File: config.mk
export PLATFORM = sky130hd
export DESIGN_NAME = grb_glyph_prep
export DESIGN_NICKNAME = d
export VERILOG_FILES = /design/src/hw/rtl/grb_pkg.sv /design/src/hw/rtl/grb_glyph_prep.sv
export SDC_FILE = /design/constraint.sdc
export NUM_CORES = 1
export LEC_CHECK = 0
export BUFFER_PORTS_ARGS = -buffer_cell sky130_fd_sc_hd__buf_2
export CORE_ASPECT_RATIO = 1.25
export CORE_MARGIN = 4
export CORE_UTILIZATION = 41
export DETAILED_ROUTE_END_ITERATION = 10
export PLACE_DENSITY = 0.8
export SKIP_LAST_GASP = 1
export SYNTH_ARGS = -nofsm -noshare
export SYNTH_HDL_FRONTEND = slang
export SYNTH_SLANG_ARGS = --single-unit
export TNS_END_PERCENT = 5
File: constraint.sdc
create_clock -name vclk -period 4.5
set_clock_uncertainty 0.1 [all_clocks]
set_input_delay 0.45 -clock vclk [all_inputs]
set_output_delay 0.45 -clock vclk [all_outputs]
set_load 0.01 [all_outputs]
File: src/hw/rtl/grb_pkg.sv
// Shared constants and types of the glyph row raster blitter.
`timescale 1ns / 1ps

package grb_pkg;

	// Default geometry of one print line
	localparam int LINE_DOTS_DEF = 384;
	localparam int ROWS_DEF      = 24;
	localparam int POS_W_DEF     = $clog2(LINE_DOTS_DEF + 1);

	// Glyph row source and expanded pattern widths
	localparam int SRC_W = 16;
	localparam int PAT_W = 2 * SRC_W;

	// Request codes
	localparam logic [1:0] REQ_START = 2'd0;
	localparam logic [1:0] REQ_GLYPH = 2'd1;
	localparam logic [1:0] REQ_READ  = 2'd2;

	// Font selector codes
	localparam logic [7:0] FONT_DW_17  = 8'h17;
	localparam logic [7:0] FONT_DW_03  = 8'h03;
	localparam logic [7:0] FONT_DWH_06 = 8'h06;
	localparam logic [7:0] FONT_DW_0E  = 8'h0E;
	localparam logic [7:0] FONT_DH_05  = 8'h05;
	localparam logic [7:0] FONT_DH_07  = 8'h07;

	// Solid row used for underline, reset value of the underline mask
	localparam logic [SRC_W-1:0] UL_SOLID    = 16'hFFFF;
	localparam logic [7:0]       UL_MASK_RST = 8'h02;

	// Per-item control decoded at accept
	typedef struct packed {
		logic start;     // start of line: clear raster
		logic glyph_wr;  // glyph row with dots to merge into a valid row
		logic rd_ok;     // read request of an existing byte
	} prep_ctl_t;

endpackage

File: src/hw/rtl/grb_glyph_prep.sv
// Request decode: width clipping, dot pattern build and next fill position.
`timescale 1ns / 1ps

module grb_glyph_prep #(
	parameter int LINE_DOTS = grb_pkg::LINE_DOTS_DEF,
	parameter int ROWS      = grb_pkg::ROWS_DEF,
	localparam int POS_W    = $clog2(LINE_DOTS + 1)
) (
	input  logic [1:0]                    req_type,
	input  logic [4:0]                    glyph_width,
	input  logic [15:0]                   row_bits,
	input  logic [4:0]                    row_index,
	input  logic                          last_row,
	input  logic [7:0]                    font_code,
	input  logic [7:0]                    style_bits,
	input  logic [5:0]                    byte_index,
	input  logic [POS_W-1:0]              fill_pos,
	input  logic [7:0]                    ul_mask,
	output grb_pkg::prep_ctl_t            ctl,
	output logic [grb_pkg::PAT_W-1:0]     pat,
	output logic [POS_W-1:0]              fill_next,
	output logic                          tall_set
);

	localparam int ROW_BYTES = (LINE_DOTS + 7) / 8;

	logic                      dbl;
	logic                      tall;
	logic [4:0]                w_lim;
	logic [4:0]                w_clip;
	logic [POS_W-1:0]          span;
	logic [POS_W-1:0]          start_dot;
	logic                      row_ok;
	logic                      bottom_rows;
	logic                      ul;
	logic [grb_pkg::SRC_W-1:0] src;
	logic [grb_pkg::SRC_W-1:0] lo_mask;
	logic [grb_pkg::SRC_W-1:0] dots;
	logic [grb_pkg::PAT_W-1:0] dots_x2;
	logic                      glyph;

	// Font class
	assign dbl = (font_code == grb_pkg::FONT_DW_17) || (font_code == grb_pkg::FONT_DW_03) ||
		(font_code == grb_pkg::FONT_DWH_06) || (font_code == grb_pkg::FONT_DW_0E);
	assign tall = (font_code == grb_pkg::FONT_DH_05) || (font_code == grb_pkg::FONT_DWH_06) ||
		(font_code == grb_pkg::FONT_DH_07);

	// Clip width to glyph maximum, then to the free dots left of the fill position
	always_comb begin
		w_lim = (glyph_width > 5'd16) ? 5'd16 : glyph_width;
		if (dbl && (POS_W'({w_lim, 1'b0}) > fill_pos)) begin
			w_clip = 5'(fill_pos >> 1);
		end else if (!dbl && (POS_W'(w_lim) > fill_pos)) begin
			w_clip = 5'(fill_pos);
		end else begin
			w_clip = w_lim;
		end
	end

	assign span      = dbl ? POS_W'({w_clip, 1'b0}) : POS_W'(w_clip);
	assign start_dot = fill_pos - span;

	// Row range and underline
	assign row_ok      = {1'b0, row_index} < 6'(ROWS);
	assign bottom_rows = ({1'b0, row_index} + 6'd2) >= 6'(ROWS);
	assign ul          = row_ok && bottom_rows && ((style_bits & ul_mask) != 8'd0);
	assign src         = ul ? grb_pkg::UL_SOLID : row_bits;

	// Keep the low w_clip bits; bit k lands at dot fill_pos-1-k
	assign lo_mask = grb_pkg::SRC_W'((17'd1 << w_clip) - 17'd1);
	assign dots    = src & lo_mask;

	// Double width: every dot written twice
	always_comb begin
		for (int k = 0; k < grb_pkg::SRC_W; k++) begin
			dots_x2[2*k]     = dots[k];
			dots_x2[2*k + 1] = dots[k];
		end
	end

	assign pat = dbl ? dots_x2 : grb_pkg::PAT_W'(dots);

	// Control and next fill position
	assign glyph        = (req_type == grb_pkg::REQ_GLYPH);
	assign ctl.start    = (req_type == grb_pkg::REQ_START);
	assign ctl.glyph_wr = glyph && (w_clip != 5'd0) && row_ok;
	assign ctl.rd_ok    = (req_type == grb_pkg::REQ_READ) && row_ok &&
		({2'b00, byte_index} < 8'(ROW_BYTES));
	assign tall_set     = glyph && tall;

	always_comb begin
		case (req_type)
			grb_pkg::REQ_START: fill_next = POS_W'(LINE_DOTS);
			grb_pkg::REQ_GLYPH: fill_next = ((w_clip != 5'd0) && last_row) ? start_dot : fill_pos;
			default:            fill_next = fill_pos;
		endcase
	end

endmodule

-- After elaboration in Yosys (flattened, before gate mapping)
Index checks and enable logic that the tools add are counted.
- bits in registers: 0
- input port bits: 68
- output and inout port bits: 45
- logic and storage cells: 47
- add/sub/neg operators: 3
- order comparisons: 6
- eq/ne operators: 8
- shift-type cells: 1
- multiplexer cells: 8
- bitwise operators: 2
- reduce and logical (&&, ||, !) cells: 19
- operators by type and width (cell ; count):
    32-bit two-way mux ; 1
    8-bit by 3-bit equality test with 1-bit output, second input constant ; 3
    9-bit one-hot mux with 2 select lines ; 1
    16-bit bitwise AND ; 1
    16-bit two-way mux ; 1
    1-bit by 5-bit left shift with 16-bit output, first input constant ; 1
    16-bit by 1-bit subtractor with 16-bit output, second input constant ; 1
    5-bit two-way mux ; 3
    1-bit logical AND ; 10
    5-bit by 9-bit greater-than comparator with 1-bit output ; 1
    6-bit by 9-bit greater-than comparator with 1-bit output ; 1
    9-bit two-way mux ; 1
    9-bit by 6-bit subtractor with 9-bit output ; 1
    8-bit bitwise AND ; 1
    8-bit by 2-bit equality test with 1-bit output, second input constant ; 1
    8-bit by 4-bit equality test with 1-bit output, second input constant ; 1
    8-bit by 5-bit equality test with 1-bit output, second input constant ; 1
    8-bit nonzero test ; 1
    5-bit by 2-bit adder with 6-bit output, second input constant ; 1
    6-bit by 5-bit greater-or-equal comparator with 1-bit output, second input constant ; 1
    6-bit less-than comparator, second input constant ; 1
    6-bit two-way mux ; 1
    5-bit greater-than comparator, second input constant ; 1
    1-bit logical OR ; 5
    other kinds (6) ; 6

-- Depth between registers and ports, before layout
Gate-level depths: netlist of run 1.
- depth after elaboration: 12
- gate-level depth with buffers: 19
- gate-level depth less buffers: 19

-- Worst setup path before layout of run 1
No wires, ideal clock.
- kind: input to output
- start point: input port glyph_width[4]
- end point: output port pat[25] in the netlist's numbering
- arrival: 4396 ps
- required time: 3950 ps
- setup slack: -446 ps
- stages on the path: 16
- path buffers: 2
- path through: and2b_1 -> ha_1 -> and4_1 -> a311o_1 -> a21o_2 -> a211oi_2 -> o32ai_1 -> buf_6 -> or2_1 -> or4_1 -> ha_1 -> nor4_1 -> a22oi_1 -> a2bb2oi_1 -> nor3_1 -> buf_4
- longest elaborated chain between the ends: 10
- elaborated cells between the ends (all ways): 12
- those cells by class: 1 x add/sub; 3 x order compare; 1 x shift; 4 x mux; 1 x bitwise; 2 x reduce/logical
- RTL lines (element ; RTL line ; source):
    start, declared ; grb_glyph_prep.sv:10 ; input logic [4:0] glyph_width,
    5-bit greater-than comparator ; grb_glyph_prep.sv:50 ; w_lim = (glyph_width > 5'd16) ? 5'd16 : glyph_width;
    5-bit two-way mux * ; grb_glyph_prep.sv:50 ;
    5-bit by 9-bit greater-than comparator with 1-bit output ; grb_glyph_prep.sv:53 ; end else if (!dbl && (POS_W'(w_lim) > fill_pos)) begin
    1-bit logical AND ; grb_glyph_prep.sv:53 ;
    5-bit two-way mux ; grb_glyph_prep.sv:53 ;
    5-bit two-way mux * ; grb_glyph_prep.sv:51 ; if (dbl && (POS_W'({w_lim, 1'b0}) > fill_pos)) begin
    1-bit by 5-bit left shift with 16-bit output * ; grb_glyph_prep.sv:70 ; assign lo_mask = grb_pkg::SRC_W'((17'd1 << w_clip) - 17'd1);
    16-bit by 1-bit subtractor with 16-bit output * ; grb_glyph_prep.sv:70 ;
    16-bit bitwise AND * ; grb_glyph_prep.sv:71 ; assign dots = src & lo_mask;
    32-bit two-way mux * ; grb_glyph_prep.sv:81 ; assign pat = dbl ? dots_x2 : grb_pkg::PAT_W'(dots);
    end, declared ; grb_glyph_prep.sv:20 ; output logic [grb_pkg::PAT_W-1:0] pat,
Every way passes the cells marked *; elsewhere a longest branch is shown, timed or not.

-- Worst setup path after layout of run 1
- start point: input port glyph_width[4]
- end point: output port fill_next[7]
- longest elaborated chain between the ends: 10
- elaborated cells between the ends (all ways): 14
- those cells by class: 1 x add/sub; 3 x order compare; 6 x mux; 4 x reduce/logical
- RTL lines (element ; RTL line ; source):
    5-bit greater-than comparator ; grb_glyph_prep.sv:50 ;
    5-bit two-way mux * ; grb_glyph_prep.sv:50 ;
    5-bit by 9-bit greater-than comparator with 1-bit output ; grb_glyph_prep.sv:53 ;
    1-bit logical AND ; grb_glyph_prep.sv:53 ;
    5-bit two-way mux ; grb_glyph_prep.sv:53 ;
    5-bit two-way mux * ; grb_glyph_prep.sv:51 ;
    6-bit two-way mux or 5-bit nonzero test (tied branches) ; grb_glyph_prep.sv:60, grb_glyph_prep.sv:94 ;
    9-bit by 6-bit subtractor with 9-bit output or 1-bit logical AND (tied branches) ; grb_glyph_prep.sv:61, grb_glyph_prep.sv:94 ;
    9-bit two-way mux * ; grb_glyph_prep.sv:94 ; grb_pkg::REQ_GLYPH: fill_next = ((w_clip != 5'd0) && last_row) ? start_dot : fill_pos;
    9-bit one-hot mux with 2 select lines * ; grb_glyph_prep.sv:92 ; case (req_type)
    end, declared ; grb_glyph_prep.sv:21 ; output logic [POS_W-1:0] fill_next,
Marks and branches as above.

==> results of run 1 <==
==> per-layer routing <==
metal,vias to the layer above,global-route usage [%]
li1,1282,-
met1,1281,26.8
met2,122,49.3
met3,33,1.35
met4,0,12.0
met5,-,0
==> area by class of cell <==
type / count / area, um^2
multi-input combinational: 224 / 1900
timing repair buffer: 181 / 1120
fill: 304 / 1060
tap: 56 / 70.1
inverter: 13 / 48.8
==> critical path, delay by kind of cell <==
kind | cells | cell delay [ps]
AOI/OAI and AO/OA | 7 | 1110
and+or+nand+nor | 5 | 960
muxes | 2 | 520
adders and majority gates | 2 | 510
buffers and inverters | 3 | 420
xor gates and xnor gates | 1 | 150
==> cells in the mapped netlist (3+ instances only) <==
master	number	share of area, %
o22ai_1	6	2.1
nand2_1	18	3.7
xnor2_1	5	2.4
a22oi_1	4	1.7
a211oi_1	6	2.5
a2bb2oi_1	3	1.4
nand3_1	8	2.2
a21oi_1	15	4.1
o21ai_0	23	6.3
nor2b_1	7	2.4
xor2_1	3	1.4
nor2_1	22	4.6
nor3_1	10	2.8
a21o_1	5	2.1
nor4_1	3	1.0
o211ai_1	3	1.2
ha_1	17	12
nand2b_1	4	1.4
or2_1	3	1.0
a211oi_2	3	2.1
mux2i_1	7	3.9
o31ai_1	3	1.2
buf_6	5	3.1
buf_4	9	3.7
clkbuf_8	4	3.0
inv_1	13	2.7
==> worst paths after layout <==
check | cells after the start | from | endpoint | slack [ps]
worst max-delay path | 20 | glyph_width[4] | fill_next[7] | -190
worst min-delay path | 3 | font_code[3] | tall_set | 1060
==> where the power goes <==
group | switching, W | total (W) | leakage (nW) | internal, W
clock | 0 | 0 | 0 | 0
combinational | 0.000176 | 0.000348 | 1.54 | 0.000173
sequential | 0 | 0 | 0 | 0
total | 0.000176 | 0.000348 | 1.54 | 0.000173
==> kinds of logic (layout without fill, tap and decap cells) <==
family / count (synthesis) / count (layout) / share of synthesized area, %
compound gates: 96 / 96 / 38.4
simple gates: 94 / 94 / 27.3
fa+ha+maj: 18 / 18 / 12.8
mux: 8 / 8 / 4.62
xor+xnor: 8 / 8 / 3.86
buf+inv: 33 / 194 / 13.0
==> repair_timing <==
action | 4_1_cts | 5_1_grt
setup buffers | 9 | 10
resized for setup | 36 | 25
pin swaps | 21 | 26
endpoints found under the setup margin | 19 | 22
==> per-stage QoR <==
stage	util (%)	setup slack, ps
after global routing	74.8	-334
after detailed placement	64.3	-246
after global placement	64.3	-108
after CTS	70.0	-54.4
final	74.8	-185
after floorplan	-	-50.9
==> cells in the final DEF, fill, tap and decap left out, drive strengths merged, types with 3 or more instances in the layout <==
cell type	Yosys	layout
ha	17	17
nand3	9	9
o21ai	24	24
buf	14	181
or3	3	3
nor2	22	22
a21o	7	7
a211oi	9	9
xor2	3	3
a22oi	4	4
a2bb2oi	3	3
o21bai	3	3
or2	4	4
o31ai	4	4
nor4	3	3
o22ai	8	8
nand2	19	19
inv	13	13
nand2b	4	4
nor2b	7	7
xnor2	5	5
o211ai	3	3
mux2i	8	8
a21oi	16	16
nor3	11	11
and2	3	3
==> impl_results.md, run 1 <==
- Worst EP required: 3950 ps
- Dpl cells: 457
- Worst VDD drop: 62.6 uV
- Finished Layout Cells: 474
- Core area: 4200 um^2
- Critical path type: input port to output pin
- Number of distinct library cells after synthesis: 63
- CP max stage delay: 330 ps
- Outcome: finished, violations left
- Design area: 3140 um^2
- Clock buffer cells: 0
- WL met3: 410 um
- Initial antenna violation count: 0
- Slowest CP cell: a311o_1
- Pleak: 1.54 nW
- Die Height: 82.4 um
- Detail Route Antenna Nets: 0
- Worst-Margin Slew: 476 ps
- Final min period: 4690 ps
- CTS Hold Buffers Added: 0
- Hold/Removal Path Class: input port to output pin
- WP data arrival: 4140 ps
- Number of remaining DRC errors: 0
- Final WL: 7960 um
- Largest net degree at the start of global routing: 22
- Critical path cell sequence: buf_12 -> and2b_2 -> ha_4 -> and4_1 -> a311o_1 -> buf_4 -> a21oi_4 -> mux2i_2 -> nor2_2 -> mux2i_1 -> ha_1 -> a21oi_2 -> o21ai_2 -> a21o_1 -> nand2_2 -> a21oi_1 -> nor4_2 -> xnor2_1 -> o21ai_1 -> buf_2
- Startpoint Class: input port
- Top routing layer used: met4
- WL met1: 2800 um
- Vias in the first global route: 2601
- Failing checks: negative setup slack
- Die width: 67.5 um
- Power Density: 111 nW/um^2
- Fmax achieved: 213 MHz
- GR Util All Layers: 25.2%
- Slew margin rel.: 68.1%
- CP Max Fanout: 6
- Final hold vios: 0
- Remaining global-route overflow: 0
- Mapped Area: 1810 um^2
- I/O pins: 113
- Slew Limit Fails: 0
- Reg area: 0 um^2
- Final Power: 0.000348 W
- Max-Cap Viols: 0
- Global placement routability congestion: 0.900
- Final Cycle Share: 104%
- Vias per cell: 5.73
- DR WL/cell: 16.8 um
- N_diodes: 0
- Placement Cell Area: 2700 um^2
- TritonRoute pass-1 iters: 4
- Hold slack: 1060 ps
- Routed wl met2: 4370 um
- Synth warnings: 0
- Starting Density: 43.2%
- First-pass GRT wire length: 11300 um
- FP Rows: 26
- Setup Total Neg Slack: -1640 ps
- Die ar.: 5560 um^2
- Worst setup margin: -185 ps
- Final Net Count: 506
- Share of cells above drive strength 1: 57.9%
- Detailed Place HPWL: 5600 um
- Syn_nets: 343
- Post-Syn Instances: 257
- Via total after detailed routing: 2718
- Flip-flop and latch count: 0
- Syn_area_per_cell: 7.06 um^2
- Seq/Total Area, Yosys: 0%
- P&R area growth vs syn: 73.0%
- Setup crit end kind: output pin
- Port bufs: 108
- Setup-failing EPs final: 18
- RSZ-0062 raised after global routing: yes
- Initial DRC count: 165
Power figures use the tool's default switching activity.
==> run 2, diff against run 1 <==
==> constraint.sdc (replaced) <==
create_clock -name vclk -period 4.5
set_clock_uncertainty 0.1 [all_clocks]
set_input_delay 0.45 -clock vclk [all_inputs]
set_output_delay 0.45 -clock vclk [all_outputs]
set_load 0.02 [all_outputs]
==> impl_results.md, run 2 (synthesis results as in run 1) <==
- First-pass GRT wire length: 10600 um (was 11300 um)
- Sequential Power Share: 0% (about the same)
- Critical path cell sequence: buf_4 -> and2b_2 -> ha_1 -> nand3_1 -> o21bai_2 -> a21o_1 -> a211oi_2 -> a21oi_2 -> buf_4 -> buf_4 -> or4_4 -> ha_4 -> nor4_4 -> a22oi_2 -> a2bb2oi_2 -> o31ai_2 -> buf_4 (was buf_12 -> and2b_2 -> ha_4 -> and4_1 -> a311o_1 -> buf_4 -> a21oi_4 -> mux2i_2 -> nor2_2 -> mux2i_1 -> ha_1 -> a21oi_2 -> o21ai_2 -> a21o_1 -> nand2_2 -> a21oi_1 -> nor4_2 -> xnor2_1 -> o21ai_1 -> buf_2)
- Sw Ratio: 52.7% (was 50.4%)
- Worst-Margin Slew: 468 ps (was 476 ps)
- Starting Density: 43.2% (unchanged)
- Dpl ws: -229 ps (was -246 ps)
- RSZ-0062 raised after global routing: yes (unchanged)
- Max-Cap Viols: 0 (unchanged)
- Final min period: 4640 ps (was 4690 ps)
- Most frequent cells in the layout: 105 x buf_2, 64 x buf_4, 22 x o21ai_0, 21 x nor2_1, 18 x nand2_1 (was 107 x buf_2, 68 x buf_4, 20 x nor2_1, 19 x o21ai_0, 17 x nand2_1)
- N_diodes: 0 (unchanged)
- Final Power: 0.000334 W (was 0.000348 W)
- WP data arrival: 4090 ps (was 4140 ps)
- Core area: 4200 um^2 (unchanged)
- Die width: 67.5 um (unchanged)
- Pleak: 1.46 nW (was 1.54 nW)
- Power Density: 114 nW/um^2 (was 111 nW/um^2)
- Internal power: 0.000158 W (was 0.000173 W)
- Setup-failing EPs final: 19 (was 18)
- Worst EP required: 3950 ps (about the same)
- Comb pwr share: 100.0% (about the same)
- Switching power: 0.000176 W (about the same)
- Final Cycle Share: 103% (was 104%)
- TritonRoute pass-1 iters: 4 (unchanged)
- Port bufs: 108 (unchanged)
- Initial DRC count: 161 (was 165)
- Hold/Removal Path Class: input port to output pin (unchanged)
- Largest net degree at the start of global routing: 25 (was 22)
- Share of cells above drive strength 1: 53.2% (was 57.9%)
- Startpoint Class: input port (unchanged)
- Critical path type: input port to output pin (unchanged)
- Via total after detailed routing: 2600 (was 2718)
- Slowest CP cell: or4_4 (was a311o_1)
- Most common cell after layout, fill and taps aside: buf_2 (unchanged)
- Detail Route Antenna Nets: 0 (unchanged)
- Die Height: 82.4 um (unchanged)
- Fmax achieved: 216 MHz (was 213 MHz)
- Crit path buf inv count: 4 (was 3)
- Final hold vios: 0 (unchanged)
- Placement Cell Area: 2790 um^2 (was 2700 um^2)
- GR Util All Layers: 23.6% (was 25.2%)
- Worst VDD drop: 48.5 uV (was 62.6 uV)
- Detailed Place HPWL: 5560 um (was 5600 um)
- Slew Limit Fails: 0 (unchanged)
- Number of remaining DRC errors: 0 (unchanged)
- Clock power share: 0% (about the same)
- Initial antenna violation count: 0 (unchanged)
- Vias in the first global route: 2519 (was 2601)
- Slew margin rel.: 68.8% (was 68.1%)
- Flip-flop and latch count: 0 (unchanged)
- CP max stage delay: 550 ps (was 330 ps)
- DR WL/cell: 14.4 um (was 16.8 um)
- Design area: 2930 um^2 (was 3140 um^2)
- Worst setup margin: -137 ps (was -185 ps)
- Vias per cell: 5.60 (was 5.73)
- Util after Layout: 69.7% (was 74.8%)
- Setup crit end kind: output pin (unchanged)
- Final WL: 6680 um (was 7960 um)
- Final Net Count: 496 (was 506)
- # fillers: 336 (was 304)
- Crit path top cell by count: buf_4
- FP Rows: 26 (unchanged)
- Failing checks: negative setup slack (unchanged)
- Reg area: 0 um^2 (unchanged)
- CP Max Fanout: 11 (was 6)
- Remaining global-route overflow: 0 (unchanged)
- CP top delay family: compound AO/OA/AOI/OAI gates (unchanged)
- CTS Hold Buffers Added: 0 (unchanged)
- Clock buffer cells: 0 (unchanged)
- Global placement routability congestion: 0.899 (was 0.900)
- Die ar.: 5560 um^2 (unchanged)
- Outcome: finished, violations left (unchanged)
- I/O pins: 113 (unchanged)
- P&R area growth vs syn: 61.2% (was 73.0%)
## run 2: changes by cell type in the layout (fill, tap and decap cells not counted), moves of 3 or more
cell | previous run | this run
a211oi_4 | 4 | 1
buf_4 | 68 | 64
buf_6 | 5 | 1
o21ai_0 | 19 | 22
## run 2: layer usage
layer / up-vias / wire (um) / track usage, %
met5: - / 0 / 0
met2: 115 / 3700 / 48.8
met1: 1201 / 2420 / 25.0
li1: 1267 / - / -
met4: 0 / 176 / 6.90
met3: 17 / 377 / 0.271
## run 2: repair_timing
item / CTS / global route
hold endpoints to repair: 0 / 0
gates cloned: 0 / 0
setup endpoints to repair: 19 / 24
setup buffers: 2 / 1
gates resized for setup: 13 / 11
pin swaps: 10 / 4
## run 2: metrics by stage
step,setup TNS [ps],hold slack [ps],cells
final,-1260,1070,464
after global placement,-891,1060,461
after floorplan,-321,882,257
after detailed placement,-2320,1070,461
after global routing,-4820,1070,464
after CTS,-1760,1070,463
## run 2: power groups by stage
stage / Sequential [W] / Combinational (W) / Clock (W)
2_1_floorplan: 0 / 0.000186 / 0
3_3_place_gp: 0 / 0.000302 / 0
3_5_place_dp: 0 / 0.000311 / 0
4_1_cts: 0 / 0.000324 / 0
5_1_grt: 0 / 0.000363 / 0
6_report: 0 / 0.000334 / 0
## run 2: path summary, 6_finish.rpt
path / startpoint / end / slack, ps / cells after the start
hold / removal: byte_index[4] / ctl[0] / 1070 / 3
setup / recovery: glyph_width[4] / pat[12] / -140 / 17
## run 2: layout make-up
cell class                 count  area, um^2  area share, %
timing repair buffer         171        1040           35.5
tap                           56        70.1           2.40
multi-input combinational    224        1770           60.5
inverter                      13        48.8           1.67
==> run 3, diff against run 2 <==
--- a/config.mk
+++ b/config.mk
@@ -11,7 +11,6 @@
 export CORE_UTILIZATION = 41
 export DETAILED_ROUTE_END_ITERATION = 10
 export PLACE_DENSITY = 0.8
-export SKIP_LAST_GASP = 1
 export SYNTH_ARGS = -nofsm -noshare
 export SYNTH_HDL_FRONTEND = slang
 export SYNTH_SLANG_ARGS = --single-unit
==> impl_results.md, run 3 (synthesis results as in run 1) <==
- Global placement routability congestion: 0.899 (unchanged)
- Worst EP required: 3950 ps (about the same)
- Final WL: 6800 um (was 6680 um)
- Finished Layout Cells: 465 (was 464)
- Critical path type: input port to output pin (unchanged)
- Crit path buf inv count: 3 (was 4)
- Clock buffer cells: 0 (unchanged)
- Share of cells above drive strength 1: 54.3% (was 53.2%)
- Slew Limit Fails: 0 (unchanged)
- Failing checks: negative setup slack (unchanged)
- Outcome: finished, violations left (unchanged)
- Slowest CP cell: or4_4 (unchanged)
- Most frequent cells in the layout: 96 x buf_2, 73 x buf_4, 20 x nor2_1, 20 x o21ai_0, 18 x nand2_1 (was 105 x buf_2, 64 x buf_4, 22 x o21ai_0, 21 x nor2_1, 18 x nand2_1)
- Number of remaining DRC errors: 0 (unchanged)
- Pleak: 1.47 nW (was 1.46 nW)
- Power Density: 114 nW/um^2 (about the same)
- Most common cell after layout, fill and taps aside: buf_2 (unchanged)
- TritonRoute pass-1 iters: 5 (was 4)
- Via total after detailed routing: 2583 (was 2600)
- Worst setup margin: -126 ps (was -137 ps)
- Final min period: 4630 ps (was 4640 ps)
- Port bufs: 108 (unchanged)
- Flip-flop and latch count: 0 (unchanged)
- Die width: 67.5 um (unchanged)
- Die ar.: 5560 um^2 (unchanged)
- I/O pins: 113 (unchanged)
- Hold/Removal Path Class: input port to output pin (unchanged)
- Vias in the first global route: 2528 (was 2519)
- Initial antenna violation count: 0 (unchanged)
- Starting Density: 43.2% (unchanged)
- Remaining global-route overflow: 0 (unchanged)
- CP max stage delay: 430 ps (was 550 ps)
- N_diodes: 0 (unchanged)
- CP top delay family: simple AND/OR/NAND/NOR gates (was compound AO/OA/AOI/OAI gates)
- Largest net degree at the start of global routing: 25 (unchanged)
- Vias per cell: 5.55 (was 5.60)
- Detailed Place HPWL: 5560 um (unchanged)
- Startpoint Class: input port (unchanged)
- FP Rows: 26 (unchanged)
- Reg area: 0 um^2 (unchanged)
- Core area: 4200 um^2 (unchanged)
- Fmax achieved: 216 MHz (about the same)
- CTS Hold Buffers Added: 0 (unchanged)
- Max-Cap Viols: 0 (unchanged)
- P&R area growth vs syn: 64.6% (was 61.2%)
- GR Util All Layers: 23.6% (about the same)
- First-pass GRT wire length: 10600 um (about the same)
- Multi-input logic area: 1790 um^2 (was 1770 um^2)
- DR WL/cell: 14.6 um (was 14.4 um)
- Die Height: 82.4 um (unchanged)
- Final hold vios: 0 (unchanged)
- Final Cycle Share: 103% (about the same)
- Final Net Count: 497 (was 496)
- Util after Layout: 71.1% (was 69.7%)
- Setup crit end kind: output pin (unchanged)
- CP Max Fanout: 6 (was 11)
- Setup-failing EPs final: 14 (was 19)
- WP data arrival: 4080 ps (was 4090 ps)
- Detail Route Antenna Nets: 0 (unchanged)
- Slew margin rel.: 66.5% (was 68.8%)
- Critical path cell sequence: buf_8 -> and2b_2 -> ha_1 -> nand3_1 -> o211ai_1 -> a21o_1 -> buf_4 -> mux2i_2 -> mux2i_2 -> or2_1 -> or4_4 -> ha_4 -> nor4_4 -> a22oi_2 -> a2bb2oi_2 -> o31ai_2 -> buf_4 (was buf_4 -> and2b_2 -> ha_1 -> nand3_1 -> o21bai_2 -> a21o_1 -> a211oi_2 -> a21oi_2 -> buf_4 -> buf_4 -> or4_4 -> ha_4 -> nor4_4 -> a22oi_2 -> a2bb2oi_2 -> o31ai_2 -> buf_4)
- Dpl cells: 461 (unchanged)
- RSZ-0062 raised after global routing: yes (unchanged)
- Initial DRC count: 131 (was 161)
- # fillers: 340 (was 336)
- Worst-Margin Slew: 503 ps (was 468 ps)
- Worst VDD drop: 54.8 uV (was 48.5 uV)
## run 3: cell count changes in the layout (fill, tap and decap cells not counted), sizes merged
cell,previous run,this run
buf,171,172
## run 3: final timing paths
path / from / end / slack (ps) / cells after the start
worst min-delay path: byte_index[4] / ctl[0] / 1070 / 3
worst max-delay path: glyph_width[4] / pat[12] / -130 / 17
## run 3: routing by layer
| metal | GRT usage (%) | wire length, um | up-vias |
|---|---|---|---|
| met5 | 0 | 0 | - |
| met4 | 6.69 | 162 | 0 |
| met3 | 0.135 | 344 | 14 |
| met2 | 49.6 | 3800 | 91 |
| met1 | 24.6 | 2490 | 1207 |
| li1 | - | - | 1271 |
## run 3: layout make-up
class | count | area share (%)
Multi-Input combinational cell | 224 | 60.0
Tap cell | 56 | 2.35
Inverter | 13 | 1.63
Timing Repair Buffer | 172 | 36.0
## run 3: worst min-delay path, stage by stage
cell	delay (ps)
buf_2	70
a21oi_1	50
buf_2	150
## run 3: where the power goes
group / switching (W) / internal, W
clock: 0 / 0
sequential: 0 / 0
combinational: 0.000178 / 0.000162
## run 3: repair_timing
item                       in CTS  in global routing
gates resized for setup        25                 16
setup buffers                   2                  2
setup endpoints to repair      19                 22
pin swaps                      11                  5
hold endpoints to repair        0                  0
## run 3: metrics by stage
stage	hold slack [ps]	worst slack [ps]	TNS [ps]	power, W	cell area, um^2
finish	1070	-126	-918	0.000339	2990
CTS	1070	-125	-1010	0.000326	2900
detailed placement	1070	-229	-2320	0.000311	2790
global placement	1060	-138	-891	0.000302	2790
floorplan	882	-95.5	-321	0.000186	1900
global route	1070	-261	-3860	0.000370	2990
